**src/rtl/core/c8ie_pkg.sv**
```systemverilog
// shared types and constants for the chip8 instruction execute unit
package c8ie_pkg;

    localparam int PC_W   = 12;
    localparam int REG_W  = 8;
    localparam int IDX_W  = 16;
    localparam int NREGS  = 16;
    localparam int RIDX_W = 4;
    localparam int KEYS_W = 16;

    localparam logic [PC_W-1:0]   PC_RESET = 12'h200;
    localparam logic [RIDX_W-1:0] FLAG_REG = 4'hF;

    localparam logic [15:0]      OPC_CLS    = 16'h00E0;
    localparam logic [15:0]      OPC_RET    = 16'h00EE;
    localparam logic [REG_W-1:0] KK_SKP     = 8'h9E;
    localparam logic [REG_W-1:0] KK_SKNP    = 8'hA1;
    localparam logic [REG_W-1:0] KK_LD_VDT  = 8'h07;
    localparam logic [REG_W-1:0] KK_LD_DT   = 8'h15;
    localparam logic [REG_W-1:0] KK_LD_ST   = 8'h18;
    localparam logic [REG_W-1:0] KK_ADD_I   = 8'h1E;

    // top nibble of the instruction
    typedef enum logic [3:0] {
        OP_SYS     = 4'h0,
        OP_JP      = 4'h1,
        OP_CALL    = 4'h2,
        OP_SE_IMM  = 4'h3,
        OP_SNE_IMM = 4'h4,
        OP_SE_REG  = 4'h5,
        OP_LD_IMM  = 4'h6,
        OP_ADD_IMM = 4'h7,
        OP_ALU     = 4'h8,
        OP_SNE_REG = 4'h9,
        OP_LD_I    = 4'hA,
        OP_JP_V0   = 4'hB,
        OP_RND     = 4'hC,
        OP_DRW     = 4'hD,
        OP_KEY     = 4'hE,
        OP_MISC    = 4'hF
    } t_op_class;

    // low nibble of the 8xyn group
    typedef enum logic [3:0] {
        ALU_LD   = 4'h0,
        ALU_OR   = 4'h1,
        ALU_AND  = 4'h2,
        ALU_XOR  = 4'h3,
        ALU_ADD  = 4'h4,
        ALU_SUB  = 4'h5,
        ALU_SHR  = 4'h6,
        ALU_SUBN = 4'h7,
        ALU_SHL  = 4'hE
    } t_alu_op;

    typedef struct packed {
        logic [PC_W-1:0]   next_pc;
        logic [IDX_W-1:0]  index_value;
        logic              reg_write_valid;
        logic [RIDX_W-1:0] reg_write_index;
        logic [REG_W-1:0]  reg_write_value;
        logic              flag_write_valid;
        logic              flag_value;
        logic              clear_screen;
        logic              delay_write;
        logic              sound_write;
        logic [REG_W-1:0]  timer_value;
        logic              unhandled;
    } t_result;

    typedef struct packed {
        logic            push;
        logic            pop;
        logic [PC_W-1:0] push_pc;
    } t_stack_ctl;

endpackage

```
**src/rtl/core/chip8_instruction_execute_unit.sv**
```systemverilog
// chip8 instruction execute unit: input register, execute logic, result register
// an instruction passes the input register, then the result register, before its result is offered
// throughput: one instruction per cycle unless the result side stalls; the register file, pc, index and stack
//   pointer update at the same edge that loads the result, so the next one sees them
// reset: synchronous active low; registers cleared, pc 0x200, stack contents undefined
module chip8_instruction_execute_unit #(
    parameter int STACK_DEPTH = 16
) (
    input  logic        i_clk,
    input  logic        i_rst_n,
    input  logic        i_s_tvalid,
    output logic        o_s_tready,
    // instruction[15:0], random_byte[23:16], keys_down[39:24], delay_value[47:40]
    input  logic [47:0] i_s_tdata,
    output logic        o_m_tvalid,
    input  logic        i_m_tready,
    // next_pc[11:0], index_value[27:12], reg_write_valid[28], reg_write_index[32:29],
    // reg_write_value[40:33], flag_write_valid[41], flag_value[42], clear_screen[43],
    // delay_write[44], sound_write[45], timer_value[53:46], unhandled[54], zero[55]
    output logic [55:0] o_m_tdata
);

    localparam int SP_W = $clog2(STACK_DEPTH);
    localparam logic [SP_W-1:0] SP_LAST = SP_W'(STACK_DEPTH - 1);

    logic                        r_in_valid;
    logic [15:0]                 r_instr;
    logic [c8ie_pkg::REG_W-1:0]  r_rnd;
    logic [c8ie_pkg::KEYS_W-1:0] r_keys;
    logic [c8ie_pkg::REG_W-1:0]  r_dly;

    logic                        r_out_valid;
    c8ie_pkg::t_result           r_out;

    logic [c8ie_pkg::NREGS-1:0][c8ie_pkg::REG_W-1:0] r_regs;
    logic [c8ie_pkg::PC_W-1:0]   r_pc;
    logic [c8ie_pkg::IDX_W-1:0]  r_index;
    logic [SP_W-1:0]             r_sp;
    logic [SP_W-1:0]             n_sp;
    logic [SP_W-1:0]             rd_addr;
    logic                        r_fwd_valid;
    logic [c8ie_pkg::PC_W-1:0]   r_fwd_pc;
    logic [c8ie_pkg::PC_W-1:0]   ram_rd_data;
    logic [c8ie_pkg::PC_W-1:0]   tos;

    c8ie_pkg::t_result           res;
    c8ie_pkg::t_stack_ctl        stk;
    logic                        exec_fire;
    logic                        push_fire;

    assign exec_fire  = r_in_valid && (!r_out_valid || i_m_tready);
    assign push_fire  = exec_fire && stk.push;
    assign o_s_tready = i_rst_n && (!r_in_valid || exec_fire);

    always_ff @(posedge i_clk) begin
        if (!i_rst_n) begin
            r_in_valid <= 1'b0;
        end else if (o_s_tready) begin
            r_in_valid <= i_s_tvalid;
        end
        if (o_s_tready && i_s_tvalid) begin
            r_instr <= i_s_tdata[15:0];
            r_rnd   <= i_s_tdata[23:16];
            r_keys  <= i_s_tdata[39:24];
            r_dly   <= i_s_tdata[47:40];
        end
    end

    // top of stack: the ram holds the entry below the pointer, bypassed right after a push
    assign tos = r_fwd_valid ? r_fwd_pc : ram_rd_data;

    c8ie_exec u_exec (
        .i_instr (r_instr),
        .i_rnd   (r_rnd),
        .i_keys  (r_keys),
        .i_dly   (r_dly),
        .i_regs  (r_regs),
        .i_pc    (r_pc),
        .i_index (r_index),
        .i_tos   (tos),
        .o_res   (res),
        .o_stk   (stk)
    );

    always_comb begin
        n_sp = r_sp;
        if (exec_fire && stk.pop) begin
            n_sp = (r_sp == '0) ? SP_LAST : r_sp - SP_W'(1);
        end else if (push_fire) begin
            n_sp = (r_sp == SP_LAST) ? '0 : r_sp + SP_W'(1);
        end
        rd_addr = (n_sp == '0) ? SP_LAST : n_sp - SP_W'(1);
    end

    c8ie_ram #(
        .WIDTH (c8ie_pkg::PC_W),
        .DEPTH (STACK_DEPTH)
    ) u_stack (
        .i_clk     (i_clk),
        .i_wr_en   (push_fire),
        .i_wr_addr (r_sp),
        .i_wr_data (stk.push_pc),
        .i_rd_addr (rd_addr),
        .o_rd_data (ram_rd_data)
    );

    always_ff @(posedge i_clk) begin
        if (!i_rst_n) begin
            r_regs      <= '0;
            r_pc        <= c8ie_pkg::PC_RESET;
            r_index     <= '0;
            r_sp        <= '0;
            r_fwd_valid <= 1'b0;
        end else begin
            r_fwd_valid <= push_fire;
            r_sp        <= n_sp;
            if (exec_fire) begin
                r_pc    <= res.next_pc;
                r_index <= res.index_value;
                if (res.flag_write_valid) begin
                    r_regs[c8ie_pkg::FLAG_REG] <= {7'b0, res.flag_value};
                end
                if (res.reg_write_valid) begin
                    r_regs[res.reg_write_index] <= res.reg_write_value;
                end
            end
        end
        r_fwd_pc <= stk.push_pc;
    end

    always_ff @(posedge i_clk) begin
        if (!i_rst_n) begin
            r_out_valid <= 1'b0;
        end else if (exec_fire) begin
            r_out_valid <= 1'b1;
        end else if (i_m_tready) begin
            r_out_valid <= 1'b0;
        end
        if (exec_fire) begin
            r_out <= res;
        end
    end

    assign o_m_tvalid = r_out_valid;
    assign o_m_tdata  = {
        1'b0,
        r_out.unhandled,
        r_out.timer_value,
        r_out.sound_write,
        r_out.delay_write,
        r_out.clear_screen,
        r_out.flag_value,
        r_out.flag_write_valid,
        r_out.reg_write_value,
        r_out.reg_write_index,
        r_out.reg_write_valid,
        r_out.index_value,
        r_out.next_pc
    };

endmodule

```
**src/rtl/core/c8ie_ram.sv**
```systemverilog
// generic single-write, single-read ram with registered read data
module c8ie_ram #(
    parameter int WIDTH = 12,
    parameter int DEPTH = 16,
    localparam int AW   = $clog2(DEPTH)
) (
    input  logic             i_clk,
    input  logic             i_wr_en,
    input  logic [AW-1:0]    i_wr_addr,
    input  logic [WIDTH-1:0] i_wr_data,
    input  logic [AW-1:0]    i_rd_addr,
    output logic [WIDTH-1:0] o_rd_data
);

    logic [WIDTH-1:0] r_mem [DEPTH];
    logic [WIDTH-1:0] r_rd_data;

    always_ff @(posedge i_clk) begin
        if (i_wr_en) begin
            r_mem[i_wr_addr] <= i_wr_data;
        end
        r_rd_data <= r_mem[i_rd_addr];
    end

    assign o_rd_data = r_rd_data;

endmodule

```
**src/rtl/core/c8ie_exec.sv**
```systemverilog
// instruction decode and execute logic, one instruction against the current state
module c8ie_exec (
    input  logic [15:0]                                       i_instr,
    input  logic [c8ie_pkg::REG_W-1:0]                        i_rnd,
    input  logic [c8ie_pkg::KEYS_W-1:0]                       i_keys,
    input  logic [c8ie_pkg::REG_W-1:0]                        i_dly,
    input  logic [c8ie_pkg::NREGS-1:0][c8ie_pkg::REG_W-1:0]   i_regs,
    input  logic [c8ie_pkg::PC_W-1:0]                         i_pc,
    input  logic [c8ie_pkg::IDX_W-1:0]                        i_index,
    input  logic [c8ie_pkg::PC_W-1:0]                         i_tos,
    output c8ie_pkg::t_result                                 o_res,
    output c8ie_pkg::t_stack_ctl                              o_stk
);

    logic [c8ie_pkg::RIDX_W-1:0] x;
    logic [c8ie_pkg::RIDX_W-1:0] y;
    logic [c8ie_pkg::REG_W-1:0]  kk;
    logic [c8ie_pkg::PC_W-1:0]   nnn;
    logic [c8ie_pkg::REG_W-1:0]  vx;
    logic [c8ie_pkg::REG_W-1:0]  vy;
    logic [c8ie_pkg::REG_W:0]    sum;
    logic                        key_hit;
    logic [c8ie_pkg::PC_W-1:0]   pc_adv;

    logic                        skip;
    logic [c8ie_pkg::PC_W-1:0]   pc_new;
    logic [c8ie_pkg::IDX_W-1:0]  index_new;
    logic                        rw;
    logic                        fw;
    logic [c8ie_pkg::REG_W-1:0]  rval;
    logic                        fval;
    logic                        clr;
    logic                        dw;
    logic                        sw;
    logic                        unh;
    logic                        push;
    logic                        pop;

    assign x      = i_instr[11:8];
    assign y      = i_instr[7:4];
    assign kk     = i_instr[7:0];
    assign nnn    = i_instr[11:0];
    assign vx     = i_regs[x];
    assign vy     = i_regs[y];
    assign sum    = {1'b0, vx} + {1'b0, vy};
    assign pc_adv = i_pc + c8ie_pkg::PC_W'(2);
    // keys above the pad never count as pressed
    assign key_hit = (vx[7:4] == 4'h0) && i_keys[vx[3:0]];

    always_comb begin
        skip      = 1'b0;
        pc_new    = pc_adv;
        index_new = i_index;
        rw        = 1'b0;
        fw        = 1'b0;
        rval      = '0;
        fval      = 1'b0;
        clr       = 1'b0;
        dw        = 1'b0;
        sw        = 1'b0;
        unh       = 1'b0;
        push      = 1'b0;
        pop       = 1'b0;

        unique case (c8ie_pkg::t_op_class'(i_instr[15:12]))
            c8ie_pkg::OP_SYS: begin
                if (i_instr == c8ie_pkg::OPC_CLS) begin
                    clr = 1'b1;
                end else if (i_instr == c8ie_pkg::OPC_RET) begin
                    pop    = 1'b1;
                    pc_new = i_tos;
                end else begin
                    unh = 1'b1;
                end
            end
            c8ie_pkg::OP_JP: pc_new = nnn;
            c8ie_pkg::OP_CALL: begin
                push   = 1'b1;
                pc_new = nnn;
            end
            c8ie_pkg::OP_SE_IMM:  skip = (vx == kk);
            c8ie_pkg::OP_SNE_IMM: skip = (vx != kk);
            c8ie_pkg::OP_SE_REG:  skip = (vx == vy);
            c8ie_pkg::OP_LD_IMM: begin
                rw   = 1'b1;
                rval = kk;
            end
            c8ie_pkg::OP_ADD_IMM: begin
                rw   = 1'b1;
                rval = vx + kk;
            end
            c8ie_pkg::OP_ALU: begin
                rw = 1'b1;
                unique case (c8ie_pkg::t_alu_op'(i_instr[3:0]))
                    c8ie_pkg::ALU_LD:  rval = vy;
                    c8ie_pkg::ALU_OR:  rval = vx | vy;
                    c8ie_pkg::ALU_AND: rval = vx & vy;
                    c8ie_pkg::ALU_XOR: rval = vx ^ vy;
                    c8ie_pkg::ALU_ADD: begin
                        fw   = 1'b1;
                        fval = sum[c8ie_pkg::REG_W];
                        rval = sum[c8ie_pkg::REG_W-1:0];
                    end
                    c8ie_pkg::ALU_SUB: begin
                        fw   = 1'b1;
                        fval = (vx > vy);
                        rval = vx - vy;
                    end
                    c8ie_pkg::ALU_SHR: begin
                        fw   = 1'b1;
                        fval = vx[0];
                        rval = {1'b0, vx[7:1]};
                    end
                    c8ie_pkg::ALU_SUBN: begin
                        fw   = 1'b1;
                        fval = (vy > vx);
                        rval = vy - vx;
                    end
                    c8ie_pkg::ALU_SHL: begin
                        fw   = 1'b1;
                        fval = vx[7];
                        rval = {vx[6:0], 1'b0};
                    end
                    default: begin
                        rw  = 1'b0;
                        unh = 1'b1;
                    end
                endcase
            end
            c8ie_pkg::OP_SNE_REG: skip = (vx != vy);
            c8ie_pkg::OP_LD_I:    index_new = {4'h0, nnn};
            c8ie_pkg::OP_JP_V0:   pc_new = {4'h0, i_regs[0]} + nnn;
            c8ie_pkg::OP_RND: begin
                rw   = 1'b1;
                rval = i_rnd & kk;
            end
            c8ie_pkg::OP_DRW: unh = 1'b1;
            c8ie_pkg::OP_KEY: begin
                if (kk == c8ie_pkg::KK_SKP) begin
                    skip = key_hit;
                end else if (kk == c8ie_pkg::KK_SKNP) begin
                    skip = !key_hit;
                end else begin
                    unh = 1'b1;
                end
            end
            c8ie_pkg::OP_MISC: begin
                unique case (kk)
                    c8ie_pkg::KK_LD_VDT: begin
                        rw   = 1'b1;
                        rval = i_dly;
                    end
                    c8ie_pkg::KK_LD_DT: dw = 1'b1;
                    c8ie_pkg::KK_LD_ST: sw = 1'b1;
                    c8ie_pkg::KK_ADD_I: index_new = i_index + {8'h00, vx};
                    default:            unh = 1'b1;
                endcase
            end
        endcase

        // with x as the flag register the vx result is the final vf
        if (fw && (x == c8ie_pkg::FLAG_REG)) begin
            fw   = 1'b0;
            fval = 1'b0;
        end
        if (skip) begin
            pc_new = pc_adv + c8ie_pkg::PC_W'(2);
        end
    end

    always_comb begin
        o_res.next_pc          = pc_new;
        o_res.index_value      = index_new;
        o_res.reg_write_valid  = rw;
        o_res.reg_write_index  = rw ? x : '0;
        o_res.reg_write_value  = rw ? rval : '0;
        o_res.flag_write_valid = fw;
        o_res.flag_value       = fval;
        o_res.clear_screen     = clr;
        o_res.delay_write      = dw;
        o_res.sound_write      = sw;
        o_res.timer_value      = (dw || sw) ? vx : '0;
        o_res.unhandled        = unh;

        o_stk.push    = push;
        o_stk.pop     = pop;
        o_stk.push_pc = pc_adv;
    end

endmodule

```
**config.mk**
```make
export PLATFORM = sky130hd
export DESIGN_NAME = chip8_instruction_execute_unit
export DESIGN_NICKNAME = d
export VERILOG_FILES = /design/src/rtl/core/c8ie_pkg.sv /design/src/rtl/core/chip8_instruction_execute_unit.sv /design/src/rtl/core/c8ie_ram.sv /design/src/rtl/core/c8ie_exec.sv
export SDC_FILE = /design/constraint.sdc
export NUM_CORES = 1
export LEC_CHECK = 0
export BUFFER_PORTS_ARGS = -buffer_cell sky130_fd_sc_hd__clkbuf_2
export CORE_ASPECT_RATIO = 1.4
export CORE_MARGIN = 5
export CORE_UTILIZATION = 55
export CTS_BUF_LIST = sky130_fd_sc_hd__clkbuf_4 sky130_fd_sc_hd__clkbuf_8
export CTS_CLUSTER_DIAMETER = 60
export DETAILED_ROUTE_END_ITERATION = 16
export PLACE_DENSITY = 0.79
export SLEW_MARGIN = 20
export SYNTH_ARGS = -nofsm -noshare
export SYNTH_HDL_FRONTEND = slang
export SYNTH_SLANG_ARGS = --single-unit
export TNS_END_PERCENT = 50
```
**constraint.sdc**
```tcl
create_clock -name i_clk -period 7 [get_ports i_clk]
set_input_delay 1.75 -clock i_clk [delete_from_list [all_inputs] [get_ports i_clk]]
set_output_delay 1.75 -clock i_clk [all_outputs]
set_load 0.01 [all_outputs]
```
=== Yosys cells after proc, flatten, opt, wreduce, memory -nomap -nowiden ===
Memory sizes are Yosys's and may differ from the RTL's. A register that Yosys moved wholly into a read port is not among the register bits.
Index checks and enable logic that the tools add are counted.

* Memories kept: 1
* Memory bits (writable): 192
* Flip-flop bits (word level): 278

* Equal/unequal tests: 37
* Reductions and logical operators: 26
* $lt $le $gt $ge: 7
* Bitwise operators: 4
* Multiplexer cells: 62
* Add/sub/neg operators: 11

{| class="wikitable"
|+ Memories
! memory !! depth !! bits a word !! rd ports !! clocked after memory_dff !! wr ports !! RTL line !! RTL
|-
| u_stack.r_mem || 16 || 12 || 1 || 1 || 1 || c8ie_ram.sv:15 || <nowiki>logic [WIDTH-1:0] r_mem [DEPTH];</nowiki>
|}

{| class="wikitable"
|+ Operator list
! cell !! number
|-
| 128-bit bitwise mux || 1
|-
| 128-bit two-way mux || 1
|-
| 8-bit case mux with 9 select lines || 1
|-
| 8-bit binary-select mux with 4-bit select || 2
|-
| 8-bit two-way mux || 8
|-
| 12-bit two-way mux || 4
|-
| 4-bit equality test, second input constant || 11
|-
| 8-bit case mux with 5 select lines || 1
|-
| 12-bit case mux with 3 select lines || 1
|-
| 8-bit demux with 4-bit select || 1
|-
| 16-bit by 8-bit equality test with 1-bit output, second input constant || 2
|-
| 4-bit by 3-bit equality test with 1-bit output, second input constant || 8
|-
| 16-bit case mux with 2 select lines || 1
|-
| 1-bit two-way mux || 29
|-
| 12-bit by 2-bit adder with 12-bit output, second input constant || 2
|-
| 8-bit by 5-bit equality test with 1-bit output, second input constant || 3
|-
| 4-bit two-way mux || 6
|-
| 4-bit zero test || 5
|-
| 4-bit by 5-bit less-than comparator with 1-bit output, second input constant || 4
|-
| 16-bit by 8-bit adder with 16-bit output || 1
|-
| 8-bit AND || 2
|-
| 4-bit by 2-bit equality test with 1-bit output, second input constant || 4
|-
| 8-bit equality test || 2
|-
| 8-bit equality test, second input constant || 2
|-
| 27 further kinds || 45
|}

=== Logic depth before layout (Yosys ltp) ===
Gate-level depths: netlist of run 1.

* Word-level depth: 11
* Mapped depth: 20
* Mapped depth without buffers: 16

=== Modules after synthesis ===
A second synthesis of run 1 with hierarchy kept.

* Cells, all modules: 1987
* Area, all modules: 23867.9 sq um

{| class="wikitable"
|+ By module, submodules not included
! module !! area each (sq um) !! times used !! cells an instance
|-
| chip8_instruction_execute_unit || 9691.8 || 1 || 835
|-
| c8ie_ram || 7599.8 || 1 || 329
|-
| c8ie_exec || 6576.3 || 1 || 823
|}

=== Worst setup path after synthesis of run 1 ===
No wires, ideal clock.

* Kind: register to register
* Start point: register r_instr[5]
* End point: register r_out (netlist bit o_m_tdata[2]) (data pin)
* Stages on the path, launching flop included: 18
* Slack: 2010 ps
* Library setup time: 260 ps
* Required time: 6740 ps
* Buffers on the path: 5
* Arrival: 4730 ps
* Path through: edfxtp_1 -> clkbuf_1 -> clkbuf_1 -> buf_2 -> mux4_2 -> mux4_2 -> inv_1 -> ha_1 -> clkbuf_1 -> or4_1 -> or4_1 -> nand2_1 -> o21ai_0 -> a21oi_1 -> o21ai_2 -> a21oi_4 -> buf_6 -> mux2_2

{| class="wikitable"
|+ RTL lines
! element !! RTL line !! RTL
|-
| start: declaration || chip8_instruction_execute_unit.sv:27 || <nowiki>logic [15:0] r_instr;</nowiki>
|-
| start signal: assignment || chip8_instruction_execute_unit.sv:62 || <nowiki>r_instr <= i_s_tdata[15:0];</nowiki>
|-
| end signal: assignment || chip8_instruction_execute_unit.sv:140 || <nowiki>r_out <= res;</nowiki>
|-
| end: declaration || chip8_instruction_execute_unit.sv:33 || <nowiki>c8ie_pkg::t_result r_out;</nowiki>
|}

==> out/metrics.cfg, run 1 <==
[worst_hold_path]
hold_path_class = flop to flop
timing.hold.worst_path_depth = 2

[power]
peakVddDrop_uv = 152
power.density_cell_area_nw_per_um2 = 216
power.static_leakage_nw = 9.89

[logic_synthesis]
ys_warn_count = 0
biggest_area_contributors_in_the_synthesized_netlist = edfxtp_1 (36%), dfxtp_1 (15%), mux4_2 (6.8%)
synth_async_sr_flop_share_pct = 0
ys_seq_elements = 482
number_of_enable_type_register_cells_in_the_synthesized_netlist = 295
mappedNetlistArea_um2 = 24300
netlist.top_cell.by_area = edfxtp_1
ys_dominant_reg_cell = edfxtp_1
synth_seq_area_share_pct = 51.8
synthTopCellsByCount = edfxtp_1 (295), nor2_1 (219), dfxtp_1 (187)
netlist.area_leader.share_pct = 36.4
syn-num-nets = 2174
post-synth-top-count-cell = edfxtp_1
yosys.cell_types.count = 85
gate_count_post_synth = 2051
syn_area_per_cell_um2 = 11.9

[critical_path]
critPathMaxStageDelay_ns = 0.96
critPathKind = flop to flop
ff2ff_path_depth = 16
cp_cell_sequence = buf_4, mux4_2, mux2_2, mux2i_1, inv_1, ha_1, a21o_1, a21oi_1, o21bai_1, a21oi_1, nor2_1, o21a_1, o2111ai_1, nor3_1, a221o_1, o21ba_2
critical_path.slowest_cell = edfxtp_1
worst_ep_arrival_time_ns = 6.40
cp_endpoint_kind = flop
worst-r2r-setup-slack_ns = 1.13
crit_fanout = 23
cp_data_required_time_ns = 7.53
crit_path_start_kind = flop
path_common_cell = a21oi_1

[sta]
finalCritPeriodShare_pct = 83.9
maxSlewHeadroom_pct = 22.4
rsz_0062_raised_after_global_routing = no
hold_violation_total_from_the_final_report = 0
layout_min_cycle_time_ns = 5.87
worst_slew_pin_slew_ns = 1.16
skew_ns = 0.0308
drv_slew = 0
setup-violations-final = 0
totalNegativeSetupSlack_ns = 0
timing.fmax_ghz = 0.170

[detailed_routing]
routed-via-count = 18300
dr.pass1.iters = 5
antenna_left = 0
vias_per_cell = 6.58
drt_drc_violations_left = 0
wl_per_cell_um = 26.0
drt-total-wl_um = 72100
drt_iter0_markers = 1917

[finish]
stdcell_area_um2 = 26900
fillerInstances = 3429
drive_gt1_share_pct = 21.2
area.growth.synth_to_final_pct = 10.7
nets = 2284

[clocking]
clkSlewWorstSetupHoldPaths_ns = 0.06
cts_hold_repair.buffers = 0
cts_root_buffer = clkbuf_8
cts.repair_timing.setup_buffer_count = 0
cts.sinks = 482
tritoncts = yes
worst_skew_pair.late_latency_ns = 0.64
htreeDepth = 3
cts_inserted_buffers = 71
clock_path_buffers = 3
post_cts.resized_instances = 0

[floorplan]
floorplan.die_area_um2 = 48600
ios = 110
core_area_um2 = 43900
floorplan.rows = 91
initial_utilization_pct = 55.4
chipHeight_um = 259
die_width_um = 188

[placed_design]
dp_hpwl_um = 50600
place.gp.congestion = 0.965
place.port_buffers = 108
postPlaceCellArea_um2 = 25400

[flow_run]
drv_cap = 0

[global_route]
grt_start_max_net_pins = 99
globalRouteOverflowTotal = 0
first_global_vias = 18400
globalRouteTotalUtil_pct = 29.3
grt_pass1_wl_um = 110000
grt_antenna_before_repair = 2

[status]
run_status = finished clean

==> cell families after synthesis <==
| kind of cell | Yosys count | share of synthesized area [%] |
|---|---|---|
| and+or+nand+nor | 504 | 9.86 |
| muxes | 258 | 15.3 |
| DFF | 482 | 51.8 |
| xor gates and xnor gates | 44 | 1.61 |
| buffers and inverters | 204 | 3.83 |
| adders and majority gates | 71 | 3.84 |
| AOI/OAI and AO/OA | 487 | 13.7 |
| other | 1 | 0.0154 |
==> worst max-delay path, delay by kind of cell, from the launching register on <==
kind / cells / cell delay, ns
AOI/OAI and AO/OA: 8 / 2.38
muxes: 3 / 1.21
and+or+nand+nor: 2 / 0.15
DFF: 1 / 0.96
adders and majority gates: 1 / 0.39
buffers and inverters: 2 / 0.66
==> stage by stage <==
step	cells	setup slack (ns)	util, %	hold slack, ns	total power, mW
after detailed placement	2646	1.32	57.9	0.460	3.51
after global routing	2777	0.907	61.3	0.515	6.01
final	2777	1.13	61.3	0.482	5.82
after floorplan	2051	2.01	-	0.439	3.37
after CTS	2776	1.26	61.3	0.483	5.85
after global placement	2646	1.38	57.9	0.451	3.50
==> routing by layer <==
metal | track usage [%] | part of all wire, % | vias to the layer above
met1 | 33.6 | 35 | 8878
li1 | - | - | 8041
met3 | 5.32 | 7.6 | 307
met2 | 49.5 | 49 | 1047
met5 | 0 | 0.0097 | -
met4 | 21.0 | 8.3 | 2
==> placed cells by master (no fill, tap or decap), drive strengths merged, types with 68 or more instances in the layout <==
master    n
mux4     81
o21ai    92
mux2     72
a21oi   100
edfxtp  295
inv      68
clkbuf  213
nor2    221
nand2    92
dfxtp   187
mux2i   105
a211oi   87
==> worst paths after layout <==
path                                start                       end
setup / recovery    r_instr[10]$_DFFE_PP_  r_index[10]$_SDFFE_PN0P_
setup reg to reg    r_instr[10]$_DFFE_PP_  r_index[10]$_SDFFE_PN0P_
hold reg to reg   r_index[4]$_SDFFE_PN0P_   r_index[4]$_SDFFE_PN0P_
hold / removal    r_index[4]$_SDFFE_PN0P_   r_index[4]$_SDFFE_PN0P_
==> cell type report <==
class                           instances  area, um^2  share of cell area [%]
Antenna cell                            1        2.50                 0.00929
Clock buffer                          105        1320                    4.90
Clock inverter                         25         174                   0.646
Inverter                               71         270                    1.00
Multi-Input combinational cell       1365       10800                    40.2
Sequential cell                       482       12600                    46.8
Tap cell                              558         698                    2.59
Timing Repair Buffer                  170        1040                    3.87
==> report_power, final <==
| group | internal [mW] | switching [mW] | total [mW] | leakage, nW |
|---|---|---|---|---|
| registers | 3.07 | 0.0471 | 3.11 | 4.20 |
| logic | 0.116 | 0.223 | 0.340 | 4.90 |
| clock network | 1.26 | 1.11 | 2.37 | 0.786 |
| total | 4.44 | 1.38 | 5.82 | 9.89 |
Power figures use the tool's default switching activity.
==> run 2: changes to the inputs <==
==> constraint.sdc (replaced) <==
create_clock -name i_clk -period 6.1 [get_ports i_clk]
set_input_delay 1.525 -clock i_clk [delete_from_list [all_inputs] [get_ports i_clk]]
set_output_delay 1.525 -clock i_clk [all_outputs]
set_load 0.01 [all_outputs]
==> run 2 against run 1 <==
Against the previous run: clock-buffer cell count rose by 11; largest cell class unchanged; first-iteration DRC count fell by 11%; critical path depth did not move; critical path type unchanged; routed wire length fell by 3.1%.
==> out/metrics.cfg, run 2 (synthesized netlist as in run 1, its figures left out) <==
[sta]
layout_min_cycle_time_ns = 5.51
worst_slew_pin_slew_ns = 1.03
rsz_0062_raised_after_global_routing = no
maxSlewHeadroom_pct = 31.3
timing.fmax_ghz = 0.182
finalCritPeriodShare_pct = 90.3
skew_ns = 0.0325
setup-violations-final = 0
hold_violation_total_from_the_final_report = 0
totalNegativeSetupSlack_ns = 0
drv_slew = 0

[global_route]
globalRouteOverflowTotal = 0
grt_pass1_wl_um = 107000
grt_antenna_before_repair = 0
first_global_vias = 18000
globalRouteTotalUtil_pct = 28.4
grt_start_max_net_pins = 85

[clocking]
cts.sinks = 482
clkSlewWorstSetupHoldPaths_ns = 0.07
post_cts.resized_instances = 0
cts_root_buffer = clkbuf_8
worst_skew_pair.late_latency_ns = 0.65
htreeDepth = 3
cts_inserted_buffers = 73
clock_path_buffers = 3
cts.repair_timing.setup_buffer_count = 0
tritoncts = yes
cts_hold_repair.buffers = 0

[finish]
area.growth.synth_to_final_pct = 10.8
diodes = 0
mostFrequentLayoutCell = edfxtp_1
stdcell_area_um2 = 27000
ff_latch_area_um2 = 12600
layoutNonFillerInstCount = 2783
mostFrequentLayoutCells = edfxtp_1 (295), nor2_1 (217), dfxtp_1 (187)
drive_gt1_share_pct = 21.6
nets = 2289
fillerInstances = 3442
layout.core_utilization_pct = 61.3
multiInputGateArea_um2 = 10800

[detailed_routing]
drt-total-wl_um = 69900
vias_per_cell = 6.47
antenna_left = 0
drt_drc_violations_left = 0
dr.pass1.iters = 5
wl_per_cell_um = 25.1
routed-via-count = 18000
drt_iter0_markers = 1701

[placed_design]
placed_cells = 2649
place.gp.congestion = 0.986
dp_hpwl_um = 49200
place.port_buffers = 108
postPlaceCellArea_um2 = 25400

[critical_path]
cpLargestDelayFamily = simple AND/OR/NAND/NOR gates
critical_path.slowest_cell = edfxtp_1
critPathMaxStageDelay_ns = 0.97
cp_data_required_time_ns = 6.68
crit_fanout = 25
critPathKind = flop to flop
worst-r2r-setup-slack_ns = 0.59
worst_ep_arrival_time_ns = 6.09
crit_path_start_kind = flop
path_common_cell = mux2i_1
cp_cell_sequence = buf_4, mux4_2, mux2i_1, mux2i_1, inv_1, ha_1, or4_1, or4_1, nand2_1, o21ai_0, a21oi_1, o21ai_2, a21oi_4, buf_4, mux2i_1, o211a_1
cp_endpoint_kind = flop
critPathBufInv = 3

[floorplan]
floorplan.die_area_um2 = 48600
core_area_um2 = 43900
floorplan.rows = 91
chipHeight_um = 259
die_width_um = 188
ios = 110
initial_utilization_pct = 55.4

[power]
peakVddDrop_uv = 167
power.static_leakage_nw = 9.92
power.density_cell_area_nw_per_um2 = 248

[flow_run]
drv_cap = 0

[status]
run_status = finished clean

[worst_hold_path]
hold_path_class = flop to flop

run 2: cell types whose count changed in the layout (fill, tap and decap cells not counted), moves of 2 or more:
cell / delta
inv_6: -2
buf_4: +4
nor2_1: +3
nor2_2: -3
clkinv_1: -5
clkbuf_4: +12
inv_8: +2
run 2: final timing paths:
path                              end                      from  cells past startpoint
min reg2reg  r_regs[127]$_SDFFE_PN0P_  r_regs[127]$_SDFFE_PN0P_                      2
max             r_pc[10]$_SDFFE_PN0P_     r_instr[10]$_DFFE_PP_                     16
max reg2reg     r_pc[10]$_SDFFE_PN0P_     r_instr[10]$_DFFE_PP_                     16
min          r_regs[127]$_SDFFE_PN0P_  r_regs[127]$_SDFFE_PN0P_                      2
run 2: cell type report:
type | count | share of cell area, %
flip-flops and latches | 482 | 46.8
repair buffers | 173 | 3.91
clock buffers | 116 | 5.18
inverters | 71 | 1.00
well taps | 558 | 2.59
clock inverters | 18 | 0.418
multi-input cells | 1365 | 40.1
run 2: routing by layer:
| layer | up-vias | global-route usage, % | routed length, um |
|---|---|---|---|
| li1 | 8057 | - | - |
| met1 | 8723 | 33.3 | 24800 |
| met2 | 961 | 48.0 | 34500 |
| met3 | 258 | 4.57 | 5160 |
| met4 | 0 | 19.0 | 5470 |
| met5 | - | 0 | 0 |
run 2: per-stage QoR:
stage | power, mW | setup WS [ns] | hold WS [ns]
global placement | 4.02 | 0.752 | 0.458
CTS | 6.71 | 0.661 | 0.477
detailed placement | 4.03 | 0.705 | 0.469
global route | 6.91 | 0.302 | 0.515
floorplan | 3.87 | 1.11 | 0.439
finish | 6.68 | 0.593 | 0.492
run 2: worst reg2reg max path: cells and delay by family (launching register included):
kind / cells / cell delay (ns)
buffers and inverters: 3 / 0.89
adder cells (fa/ha/maj): 1 / 0.40
multiplexers: 4 / 1.04
flip-flops: 1 / 0.97
AO/OA/AOI/OAI: 5 / 0.92
AND/OR/NAND/NOR: 3 / 1.22
run 2: where the power goes:
group	leakage, nW	switching, mW	total, mW	internal [mW]
logic	4.91	0.256	0.391	0.135
clock network	0.804	1.25	2.72	1.47
registers	4.20	0.0519	3.57	3.52
==> run 3: changes to the inputs <==
--- a/config.mk
+++ b/config.mk
@@ -9,7 +9,7 @@
 export CORE_ASPECT_RATIO = 1.4
 export CORE_MARGIN = 5
 export CORE_UTILIZATION = 55
-export CTS_BUF_LIST = sky130_fd_sc_hd__clkbuf_4 sky130_fd_sc_hd__clkbuf_8
+export CTS_BUF_LIST = sky130_fd_sc_hd__clkbuf_2
 export CTS_CLUSTER_DIAMETER = 60
 export DETAILED_ROUTE_END_ITERATION = 16
 export PLACE_DENSITY = 0.79
==> run 3 against run 2 <==
Against the previous run: total power decreased by 9.1%; flip-flop and latch count unchanged; critical path depth decreased by 2; clock-buffer cell count rose by 49; combinational power about the same; sequential share of layout area rose by 0.79 points; clock skew increased by 0.083 ns; global-route usage rose by 0.20 points; die area unchanged; worst hold slack better by 0.0031 ns.
==> out/metrics.cfg, run 3 (synthesized netlist as in run 1, its figures left out) <==
[finish]
mostFrequentLayoutCell = edfxtp_1
drive_gt1_share_pct = 22.8
ff_latch_area_um2 = 12600
layout.core_utilization_pct = 60.3
fillerInstances = 3591
nets = 2324
area.growth.synth_to_final_pct = 8.93
multiInputGateArea_um2 = 10800
mostFrequentLayoutCells = edfxtp_1 (295), clkbuf_2 (273), nor2_1 (218)

[sta]
totalNegativeSetupSlack_ns = 0
setup-violations-final = 0
rsz_0062_raised_after_global_routing = no
maxSlewHeadroom_pct = 29.9
timing.fmax_ghz = 0.181
layout_min_cycle_time_ns = 5.51
drv_slew = 0
skew_ns = 0.116
worst_slew_pin_slew_ns = 1.05
hold_violation_total_from_the_final_report = 0
finalCritPeriodShare_pct = 90.4

[floorplan]
chipHeight_um = 259
floorplan.die_area_um2 = 48600
die_width_um = 188
core_area_um2 = 43900
ios = 110
initial_utilization_pct = 55.4
floorplan.rows = 91

[clocking]
cts.repair_timing.setup_buffer_count = 0
post_cts.resized_instances = 0
cts_hold_repair.buffers = 0
cts.sinks = 482
clkSlewWorstSetupHoldPaths_ns = 0.11
htreeDepth = 3
worst_skew_pair.late_latency_ns = 1.16
tritoncts = yes
clock_path_buffers = 3
cts_root_buffer = clkbuf_2
cts_inserted_buffers = 108

[worst_hold_path]
hold_path_class = flop to flop
timing.hold.worst_path_depth = 2

[global_route]
grt_antenna_before_repair = 1
grt_pass1_wl_um = 107000
globalRouteTotalUtil_pct = 28.5
first_global_vias = 18300
globalRouteOverflowTotal = 0
grt_start_max_net_pins = 85

[detailed_routing]
antenna_left = 0
vias_per_cell = 6.34
drt_drc_violations_left = 0
wl_per_cell_um = 24.6
drt-total-wl_um = 70000
routed-via-count = 18100
drt_iter0_markers = 1594
dr.pass1.iters = 6

[power]
power.density_cell_area_nw_per_um2 = 229
power.static_leakage_nw = 9.91
peakVddDrop_uv = 150

[flow_run]
drv_cap = 0

[critical_path]
critPathKind = flop to flop
crit_fanout = 20
ff2ff_path_depth = 14
cp_data_required_time_ns = 7.10
worst_ep_arrival_time_ns = 6.51
cp_endpoint_kind = flop
crit_path_start_kind = flop

[placed_design]
place.port_buffers = 108
dp_hpwl_um = 49200
place.gp.congestion = 0.986

[status]
run_status = finished clean

run 3: stage by stage:
step	hold WS (ns)	total power [mW]	instance area [um^2]	cells	setup WS, ns
final	0.495	6.08	26500	2853	0.586
after global placement	0.458	4.02	25400	2649	0.752
after global routing	0.478	6.33	26500	2853	0.380
after detailed placement	0.469	4.03	25400	2649	0.705
after CTS	0.430	6.12	26500	2852	0.697
after floorplan	0.439	3.87	24300	2051	1.11
run 3: report_power, final:
part / total [mW] / internal [mW] / leakage [nW] / switching, mW
combinational: 0.391 / 0.135 / 4.91 / 0.256
sequential: 3.57 / 3.52 / 4.20 / 0.0519
clock: 2.12 / 0.854 / 0.800 / 1.26
run 3: final timing paths:
kind / startpoint / to / slack, ns
hold reg to reg: r_regs[127]$_SDFFE_PN0P_ / r_regs[127]$_SDFFE_PN0P_ / 0.49
hold / removal: r_regs[127]$_SDFFE_PN0P_ / r_regs[127]$_SDFFE_PN0P_ / 0.49
setup reg to reg: r_instr[5]$_DFFE_PP_ / flop / 0.59
setup / recovery: r_instr[5]$_DFFE_PP_ / flop / 0.59
run 3: final cells by class:
type                            count  share of cell area (%)
Inverter                           71                    1.02
Timing Repair Buffer              173                    3.97
Clock inverter                     38                   0.892
Antenna cell                        1                 0.00944
Multi-Input combinational cell   1365                    40.8
Sequential cell                   482                    47.5
Tap cell                          558                    2.63
Clock buffer                      165                    3.12
run 3: critical path, stage by stage (launching register included):
cell      delay (ns)
edfxtp_1        1.02
mux4_2          0.48
mux4_2          0.60
inv_1           0.17
ha_1            0.30
o21ba_2         0.24
o21bai_1        0.33
a21oi_1         0.13
o21ai_0         0.27
mux2i_1         0.17
a221o_1         0.33
a221oi_1        0.46
o21a_1          0.54
buf_4           0.23
a21oi_1         0.07
run 3: routing by layer:
| layer | part of all wire [%] | GRT usage [%] | up-vias |
|---|---|---|---|
| met2 | 50 | 48.6 | 954 |
| li1 | - | - | 8184 |
| met1 | 35 | 32.9 | 8746 |
| met3 | 7.4 | 4.93 | 218 |
| met4 | 7.5 | 19.7 | 0 |
| met5 | 0 | 0 | - |
